`src/svps_pkg.sv`:
```
// Shared types, opcodes and constants of the servo pulse sequencer.
// Used by the register block, the step engine and the top level.
// Depends on nothing else.
package svps_pkg;

    // Item opcodes (codes above OP_DISABLE change nothing)
    localparam logic [2:0] OP_TICK     = 3'd0;
    localparam logic [2:0] OP_SET_POS  = 3'd1;
    localparam logic [2:0] OP_SET_TRIM = 3'd2;
    localparam logic [2:0] OP_ENABLE   = 3'd3;
    localparam logic [2:0] OP_DISABLE  = 3'd4;

    // Register select, taken from paddr[2]
    localparam logic REG_BASE_PERIOD  = 1'b0;
    localparam logic REG_FRAME_PERIOD = 1'b1;

    // Reset values
    localparam logic [7:0]  BASE_PERIOD_RST  = 8'd124;
    localparam logic [15:0] FRAME_PERIOD_RST = 16'd625;
    localparam logic [7:0]  POS_RST          = 8'd128;
    localparam logic [7:0]  TRIM_RST         = 8'd64;

    // Pulse length arithmetic
    localparam logic [9:0] TRIM_ZERO = 10'd64;
    localparam logic [9:0] LEN_TOP   = 10'd319;  // TRIM_ZERO + 255
    localparam logic [7:0] LEN_MAX   = 8'd255;

    // Input item, opcode in the low bits
    typedef struct packed {
        logic [7:0] data_byte;
        logic [1:0] channel;
        logic [2:0] opcode;
    } t_item;

    // Result item, servo_lines in the low bits
    typedef struct packed {
        logic [1:0] active_channel;
        logic       pulse_busy;
        logic       running;
        logic [3:0] servo_lines;
    } t_result;

    // Configuration registers as seen by the engine
    typedef struct packed {
        logic [15:0] frame_period;
        logic [7:0]  base_period;
    } t_cfg;

    // Pulse length: base + trim/2 + pos/2 - 64, out of range gives 255
    function automatic logic [7:0] pulse_len(input logic [7:0] base,
                                             input logic [7:0] trim,
                                             input logic [7:0] pos);
        logic [9:0] sum;
        logic [9:0] diff;
        sum  = {2'b00, base} + {3'b000, trim[7:1]} + {3'b000, pos[7:1]};
        diff = sum - TRIM_ZERO;
        if ((sum < TRIM_ZERO) || (sum > LEN_TOP)) begin
            return LEN_MAX;
        end
        return diff[7:0];
    endfunction

endpackage

```
`src/servo_pulse_sequencer_core.sv`:
```
// An accepted item is held in the input register and its result in the result register.
// Throughput: one item per cycle while results are not stalled; the step engine
// applies each item combinationally between the input and result registers.
// While a result item is stalled the input register takes one more item, then stalls.
// Reset (i_rst_n low, synchronous) empties both registers and loads the register
// and channel table reset values; there is no clearing pass.
module servo_pulse_sequencer_core #(
    parameter int CHANNELS = 4
) (
    input  logic        i_clk,
    input  logic        i_rst_n,
    // Item stream in
    input  logic        s_axis_tvalid,
    output logic        s_axis_tready,
    input  logic [15:0] s_axis_tdata,   // opcode[2:0], channel[4:3], data_byte[12:5]
    // Result stream out
    output logic        m_axis_tvalid,
    input  logic        m_axis_tready,
    output logic [7:0]  m_axis_tdata,   // servo_lines[3:0], running[4], pulse_busy[5],
                                        // active_channel[7:6]
    // Configuration
    input  logic        psel,
    input  logic        penable,
    input  logic        pwrite,
    input  logic [2:0]  paddr,
    input  logic [31:0] pwdata,
    output logic [31:0] prdata,
    output logic        pready
);
    import svps_pkg::*;

    logic    r_in_vld;
    t_item   r_in_item;
    logic    r_out_vld;
    t_result r_out_res;
    logic    w_step;
    t_result w_res;
    t_cfg    w_cfg;

    // Step when an item waits and the result register can take its result
    assign w_step        = r_in_vld && (!r_out_vld || m_axis_tready);
    assign s_axis_tready = !r_in_vld || w_step;

    // Input register
    always_ff @(posedge i_clk) begin
        if (!i_rst_n) begin
            r_in_vld <= 1'b0;
        end else if (s_axis_tvalid && s_axis_tready) begin
            r_in_vld <= 1'b1;
        end else if (w_step) begin
            r_in_vld <= 1'b0;
        end
    end

    always_ff @(posedge i_clk) begin
        if (s_axis_tvalid && s_axis_tready) begin
            r_in_item <= t_item'(s_axis_tdata[12:0]);
        end
    end

    // Result register
    always_ff @(posedge i_clk) begin
        if (!i_rst_n) begin
            r_out_vld <= 1'b0;
        end else if (w_step) begin
            r_out_vld <= 1'b1;
        end else if (m_axis_tready) begin
            r_out_vld <= 1'b0;
        end
    end

    always_ff @(posedge i_clk) begin
        if (w_step) begin
            r_out_res <= w_res;
        end
    end

    assign m_axis_tvalid = r_out_vld;
    assign m_axis_tdata  = r_out_res;

    svps_apb_regs u_regs (
        .i_clk   (i_clk),
        .i_rst_n (i_rst_n),
        .psel    (psel),
        .penable (penable),
        .pwrite  (pwrite),
        .paddr   (paddr),
        .pwdata  (pwdata),
        .prdata  (prdata),
        .pready  (pready),
        .o_cfg   (w_cfg)
    );

    svps_engine #(
        .CHANNELS (CHANNELS)
    ) u_engine (
        .i_clk    (i_clk),
        .i_rst_n  (i_rst_n),
        .i_step   (w_step),
        .i_item   (r_in_item),
        .i_cfg    (w_cfg),
        .o_result (w_res)
    );

endmodule

```
`src/svps_apb_regs.sv`:
```
// APB register block: base_period at 0x0, frame_period at 0x4.
// Depends on svps_pkg for the register select codes and the config struct.
module svps_apb_regs (
    input  logic              i_clk,
    input  logic              i_rst_n,
    input  logic              psel,
    input  logic              penable,
    input  logic              pwrite,
    input  logic [2:0]        paddr,
    input  logic [31:0]       pwdata,
    output logic [31:0]       prdata,
    output logic              pready,
    output svps_pkg::t_cfg    o_cfg
);
    import svps_pkg::*;

    logic [7:0]  r_base_period;
    logic [15:0] r_frame_period;
    logic        w_wr;

    assign pready = 1'b1;
    assign w_wr   = psel && penable && pwrite;

    // Write registers on the access cycle
    always_ff @(posedge i_clk) begin
        if (!i_rst_n) begin
            r_base_period  <= BASE_PERIOD_RST;
            r_frame_period <= FRAME_PERIOD_RST;
        end else if (w_wr) begin
            unique case (paddr[2])
                REG_BASE_PERIOD:  r_base_period  <= pwdata[7:0];
                REG_FRAME_PERIOD: r_frame_period <= pwdata[15:0];
                default:          ;
            endcase
        end
    end

    // Read back the selected register
    always_comb begin
        unique case (paddr[2])
            REG_BASE_PERIOD:  prdata = {24'd0, r_base_period};
            REG_FRAME_PERIOD: prdata = {16'd0, r_frame_period};
            default:          prdata = 32'd0;
        endcase
    end

    assign o_cfg.base_period  = r_base_period;
    assign o_cfg.frame_period = r_frame_period;

endmodule

```
`src/svps_engine.sv`:
```
// Step engine: channel tables, pulse timer, frame timer and channel rotation.
// Applies one item per step and presents the state after it as a result.
// Depends on svps_pkg for opcodes, item and result structs and pulse_len.
module svps_engine #(
    parameter int CHANNELS = 4
) (
    input  logic               i_clk,
    input  logic               i_rst_n,
    input  logic               i_step,
    input  svps_pkg::t_item    i_item,
    input  svps_pkg::t_cfg     i_cfg,
    output svps_pkg::t_result  o_result
);
    import svps_pkg::*;

    localparam int CH_W = (CHANNELS > 1) ? $clog2(CHANNELS) : 1;

    // Channel tables
    logic [7:0]      r_pos  [CHANNELS];
    logic [7:0]      r_trim [CHANNELS];

    // Sequencer state
    logic [CH_W-1:0] r_cur,   w_mid_cur;
    logic            r_on,    w_mid_on,    n_on;
    logic [7:0]      r_ticks, w_mid_ticks, n_ticks;
    logic [7:0]      r_len,   n_len;
    logic [15:0]     r_ft,    w_mid_ft,    n_ft;
    logic            r_fe,    w_mid_fe;
    logic            r_ew,    w_mid_ew;

    logic            w_is_tick;
    logic            w_ch_ok;
    logic [4:0]      w_ch_ext;
    logic [CH_W:0]   w_cur_inc;
    logic [CH_W-1:0] w_cur_rot;
    logic [7:0]      w_new_len;
    logic [16:0]     w_ft_next;
    logic [16:0]     w_period;
    logic [CH_W+1:0] w_cur_ext;
    logic [3:0]      w_lines;

    assign w_is_tick = (i_item.opcode == OP_TICK);
    assign w_ch_ext  = {3'b000, i_item.channel};
    assign w_ch_ok   = (w_ch_ext < 5'(CHANNELS));

    // Next channel in rotation
    assign w_cur_inc = {1'b0, r_cur} + (CH_W+1)'(1);
    assign w_cur_rot = (w_cur_inc >= (CH_W+1)'(CHANNELS)) ? '0 : w_cur_inc[CH_W-1:0];

    // Time the running pulse and apply the enable and disable opcodes
    always_comb begin
        w_mid_on    = r_on;
        w_mid_ticks = r_ticks;
        w_mid_cur   = r_cur;
        w_mid_ft    = r_ft;
        w_mid_fe    = r_fe;
        w_mid_ew    = r_ew;
        unique case (i_item.opcode)
            OP_TICK: begin
                if (r_on) begin
                    if (r_ticks == r_len) begin
                        w_mid_on    = 1'b0;
                        w_mid_ticks = 8'd0;
                        w_mid_cur   = w_cur_rot;
                        if (r_ew) begin
                            w_mid_ew  = 1'b0;
                            w_mid_cur = '0;
                            w_mid_ft  = 16'd0;
                            w_mid_fe  = 1'b1;
                        end
                    end else begin
                        w_mid_ticks = r_ticks + 8'd1;
                    end
                end
            end
            OP_ENABLE: begin
                if (!r_fe) begin
                    if (r_on) begin
                        w_mid_ew = 1'b1;
                    end else begin
                        w_mid_cur = '0;
                        w_mid_ft  = 16'd0;
                        w_mid_fe  = 1'b1;
                    end
                end
            end
            OP_DISABLE: begin
                w_mid_fe = 1'b0;
                w_mid_ew = 1'b0;
            end
            default: ;
        endcase
    end

    // Length of a pulse started on the channel left by pulse timing
    assign w_new_len = pulse_len(i_cfg.base_period, r_trim[w_mid_cur], r_pos[w_mid_cur]);

    // Frame timer; a zero period counts 65536 ticks
    assign w_ft_next = {1'b0, w_mid_ft} + 17'd1;
    assign w_period  = (i_cfg.frame_period == 16'd0) ? 17'h10000
                                                     : {1'b0, i_cfg.frame_period};

    always_comb begin
        n_on    = w_mid_on;
        n_ticks = w_mid_ticks;
        n_len   = r_len;
        n_ft    = w_mid_ft;
        if (w_is_tick && w_mid_fe) begin
            if (w_ft_next >= w_period) begin
                n_ft    = 16'd0;
                n_len   = w_new_len;
                n_ticks = 8'd0;
                n_on    = 1'b1;
            end else begin
                n_ft = w_ft_next[15:0];
            end
        end
    end

    // Hold state, advance on each step
    always_ff @(posedge i_clk) begin
        if (!i_rst_n) begin
            r_cur   <= '0;
            r_on    <= 1'b0;
            r_ticks <= 8'd0;
            r_len   <= 8'd0;
            r_ft    <= 16'd0;
            r_fe    <= 1'b0;
            r_ew    <= 1'b0;
            for (int i = 0; i < CHANNELS; i++) begin
                r_pos[i]  <= POS_RST;
                r_trim[i] <= TRIM_RST;
            end
        end else if (i_step) begin
            r_cur   <= w_mid_cur;
            r_on    <= n_on;
            r_ticks <= n_ticks;
            r_len   <= n_len;
            r_ft    <= n_ft;
            r_fe    <= w_mid_fe;
            r_ew    <= w_mid_ew;
            for (int i = 0; i < CHANNELS; i++) begin
                if (w_ch_ok && (w_ch_ext == 5'(i))) begin
                    if (i_item.opcode == OP_SET_POS) begin
                        r_pos[i] <= i_item.data_byte;
                    end
                    if (i_item.opcode == OP_SET_TRIM) begin
                        r_trim[i] <= i_item.data_byte;
                    end
                end
            end
        end
    end

    // Report the state after the item
    assign w_cur_ext = {2'b00, w_mid_cur};

    always_comb begin
        for (int i = 0; i < 4; i++) begin
            w_lines[i] = n_on && (w_cur_ext == (CH_W+2)'(i));
        end
    end

    assign o_result.servo_lines    = w_lines;
    assign o_result.running        = w_mid_fe;
    assign o_result.pulse_busy     = n_on;
    assign o_result.active_channel = w_cur_ext[1:0];

endmodule

```
`config.mk`:
```
export PLATFORM = sky130hd
export DESIGN_NAME = servo_pulse_sequencer_core
export DESIGN_NICKNAME = d
export VERILOG_FILES = /design/src/svps_pkg.sv /design/src/servo_pulse_sequencer_core.sv /design/src/svps_apb_regs.sv /design/src/svps_engine.sv
export SDC_FILE = /design/constraint.sdc
export NUM_CORES = 1
export LEC_CHECK = 0
export BUFFER_PORTS_ARGS = -buffer_cell sky130_fd_sc_hd__clkbuf_2
export CAP_MARGIN = 20
export CORE_UTILIZATION = 65
export CTS_BUF_LIST = sky130_fd_sc_hd__clkbuf_4 sky130_fd_sc_hd__clkbuf_8
export DETAILED_ROUTE_END_ITERATION = 7
export PLACE_DENSITY = 0.85
export SYNTH_ARGS = -nofsm -noshare
export SYNTH_HDL_FRONTEND = slang
export SYNTH_HIERARCHICAL = 1
export SYNTH_SLANG_ARGS = --single-unit
```
`constraint.sdc`:
```
create_clock -name i_clk -period 14.35 [get_ports i_clk]
set_clock_uncertainty 0.2 [all_clocks]
set_input_delay 2.87 -clock i_clk [delete_from_list [all_inputs] [get_ports i_clk]]
set_output_delay 2.87 -clock i_clk [all_outputs]
set_load 0.05 [all_outputs]
```
==> results.json <==
{
  "run_status": "complete, no violations",
  "timing.critical_path.mode_cell": "sky130_fd_sc_hd__clkbuf_2",
  "slew_viol_final": 0,
  "ctsHtreeMaxLevel": 4,
  "preCtsSetupSlack_ns": 7.46,
  "setup_slack_ns": 7.46,
  "met3RoutedLength_mm": 1.16,
  "cts_max_path_bufs": 2,
  "worst_setup_hold_path_clk_slew_ns": 0.08,
  "routed_wl_mm": 16.5,
  "drive_gt1_frac": 0.185,
  "clock_tree.root_cell": "sky130_fd_sc_hd__clkbuf_8",
  "most_frequent_standard_cell_in_the_layout_excluding_fill_and_tap_cells": "sky130_fd_sc_hd__edfxtp_1",
  "core.rowCount": 40,
  "vias": 5826,
  "setup-violations-final": 0,
  "unrepaired_setup_endpoints_after_global_routing": "no",
  "drt_first_iter_violations": 486,
  "m1WireLength_mm": 7.12,
  "cts_repair_resize_count": 0,
  "highest_layer": "met4",
  "maximum_number_of_pins_on_one_net_before_global_route_repair": 44,
  "layout.filler_cells": 834,
  "max_clock_freq_mhz": 145,
  "gr-total-overflow": 0,
  "die_x_um": 113,
  "power-per-cell-area_mw_per_mm2": 103,
  "multi_input_comb_area_sq_mm": 0.00398,
  "static-leakage-power_uw": 0.00351,
  "seqCellArea_sq_mm": 0.00354,
  "start_util": 0.668,
  "setup-tns-final_ns": 0,
  "report.final.hold_viol_count": 0,
  "start_kind": "input port",
  "min_period_ns": 6.89,
  "drt_first_pass_iters": 4,
  "max_slew_margin_vs_limit": 0.242,
  "hpwlAfterDp_mm": 11.9,
  "port-buffer-count": 61,
  "timing.critical_path.slowest_stage_cell": "sky130_fd_sc_hd__mux2_2",
  "critical_path_peak_fanout": 19,
  "remaining_drc_errors": 0,
  "worst_setup_path_end_kind": "output port",
  "slowest_delay_ns": 0.39,
  "cts_hold_repair.buffers": 0,
  "most-common-layout-cells": "sky130_fd_sc_hd__edfxtp_1 (76), sky130_fd_sc_hd__clkbuf_2 (63), sky130_fd_sc_hd__dfxtp_1 (63), sky130_fd_sc_hd__mux2i_1 (59), sky130_fd_sc_hd__and2_1 (58)",
  "antenna_violations_before_repair": 0,
  "routed_wire_length_per_instance_um": 17.0,
  "die_h_um": 113,
  "synth.cell_area_sq_mm": 0.00802,
  "power_uw": 891,
  "critical_path_arrival_ns": 3.82,
  "area.growth.synth_to_final_pct": 7.68,
  "post_cts.repair.setup_buffers": 0,
  "grt_pass1_vias": 5522,
  "vdd_ir_drop_max_v": 0.0000908,
  "worst_hold_slack_ns": 0.300,
  "min_period_over_period": 0.480,
  "io_pins": 101,
  "timing.critical_path.cells": "clkbuf_2 -> mux2_2 -> clkbuf_2",
  "post_syn_instances": 759,
  "tritoncts.num_buffers": 17,
  "finalWeightedCongestion": 0.888,
  "dieArea_sq_mm": 0.0128,
  "post_synth.cell_area_avg_sq_um": 10.6,
  "drv.max_cap_violation_count": 0,
  "tightest_slew_ns": 1.12,
  "holdCritPathClass": "reg -> reg",
  "core_sq_mm": 0.0120,
  "clock_sinks": 139,
  "first_pass_grt_wire_length_mm": 26.4,
  "drtAntennaViolNets": 0,
  "insertion_delay_ns": 0.46,
  "groute.usage.overall": 0.269,
  "ys.warnings.count": 6,
  "crit_required_ns": 11.28,
  "antenna_cells": 0,
  "num-nets-final": 908,
  "tritoncts": "yes",
  "finish.utilization": 0.719,
  "viasPerCell": 5.99,
  "routed-wl-met2_mm": 7.91,
  "critical_setup_path_kind": "in -> out"
}
[metrics by stage]
step           area [sq um]  std cells
3_3_place_gp           8190        935
3_5_place_dp           8190        935
4_1_cts                8600        967
5_1_grt                8640        973
6_report               8640        973
2_1_floorplan          8080        774
[flip-flops by register name, summed over array words and instances, names as in the netlist]
name	count
u_regs/r_base_period	8
u_engine/r_trim	28
u_engine/r_fe	1
u_engine/r_ft	16
u_engine/r_cur	2
u_engine/r_on	1
m_axis_tdata	8
r_in_vld	1
m_axis_tvalid	1
u_engine/r_len	8
r_in_item	12
u_regs/r_frame_period	16
u_engine/r_ew	1
u_engine/r_ticks	8
u_engine/r_pos	28
[worst max-delay path, delay by kind of cell]
kind,cells,cell delay [ns]
buf+inv,2,0.56
mux,1,0.39
[power breakdown]
group	internal, uW	total (uW)	switching, uW	leakage (uW)
Sequential	430	438	8.56	0.00126
Clock	180	329	149	0.000216
Combinational	42.5	124	81.8	0.00203
[worst paths after layout]
check / slack [ns] / depth (start not counted) / endpoint / start
setup / recovery: 7.46 / 3 / prdata[4] / paddr[2]
hold / removal: 0.30 / 2 / u_regs/r_frame_period[8] / u_regs/r_frame_period[8]
setup reg to reg: 8.13 / 19 / u_engine/r_len[0] / r_in_item[1]
hold reg to reg: 0.30 / 2 / u_regs/r_frame_period[8] / u_regs/r_frame_period[8]
[layer usage]
layer	vias to the layer above	global-route usage
li1	2785	-
met1	2781	0.341
met2	232	0.442
met3	28	0.0670
met4	0	0.111
met5	-	0
[final cells by class]
type	instances	share of cell area
clock buffers	21	0.0306
clock inverters	11	0.0172
inverters	38	0.0165
multi-input cells	546	0.461
flip-flops and latches	139	0.410
well taps	147	0.0213
repair buffers	71	0.0429
Note: power is estimated with default switching activity, not from simulation.
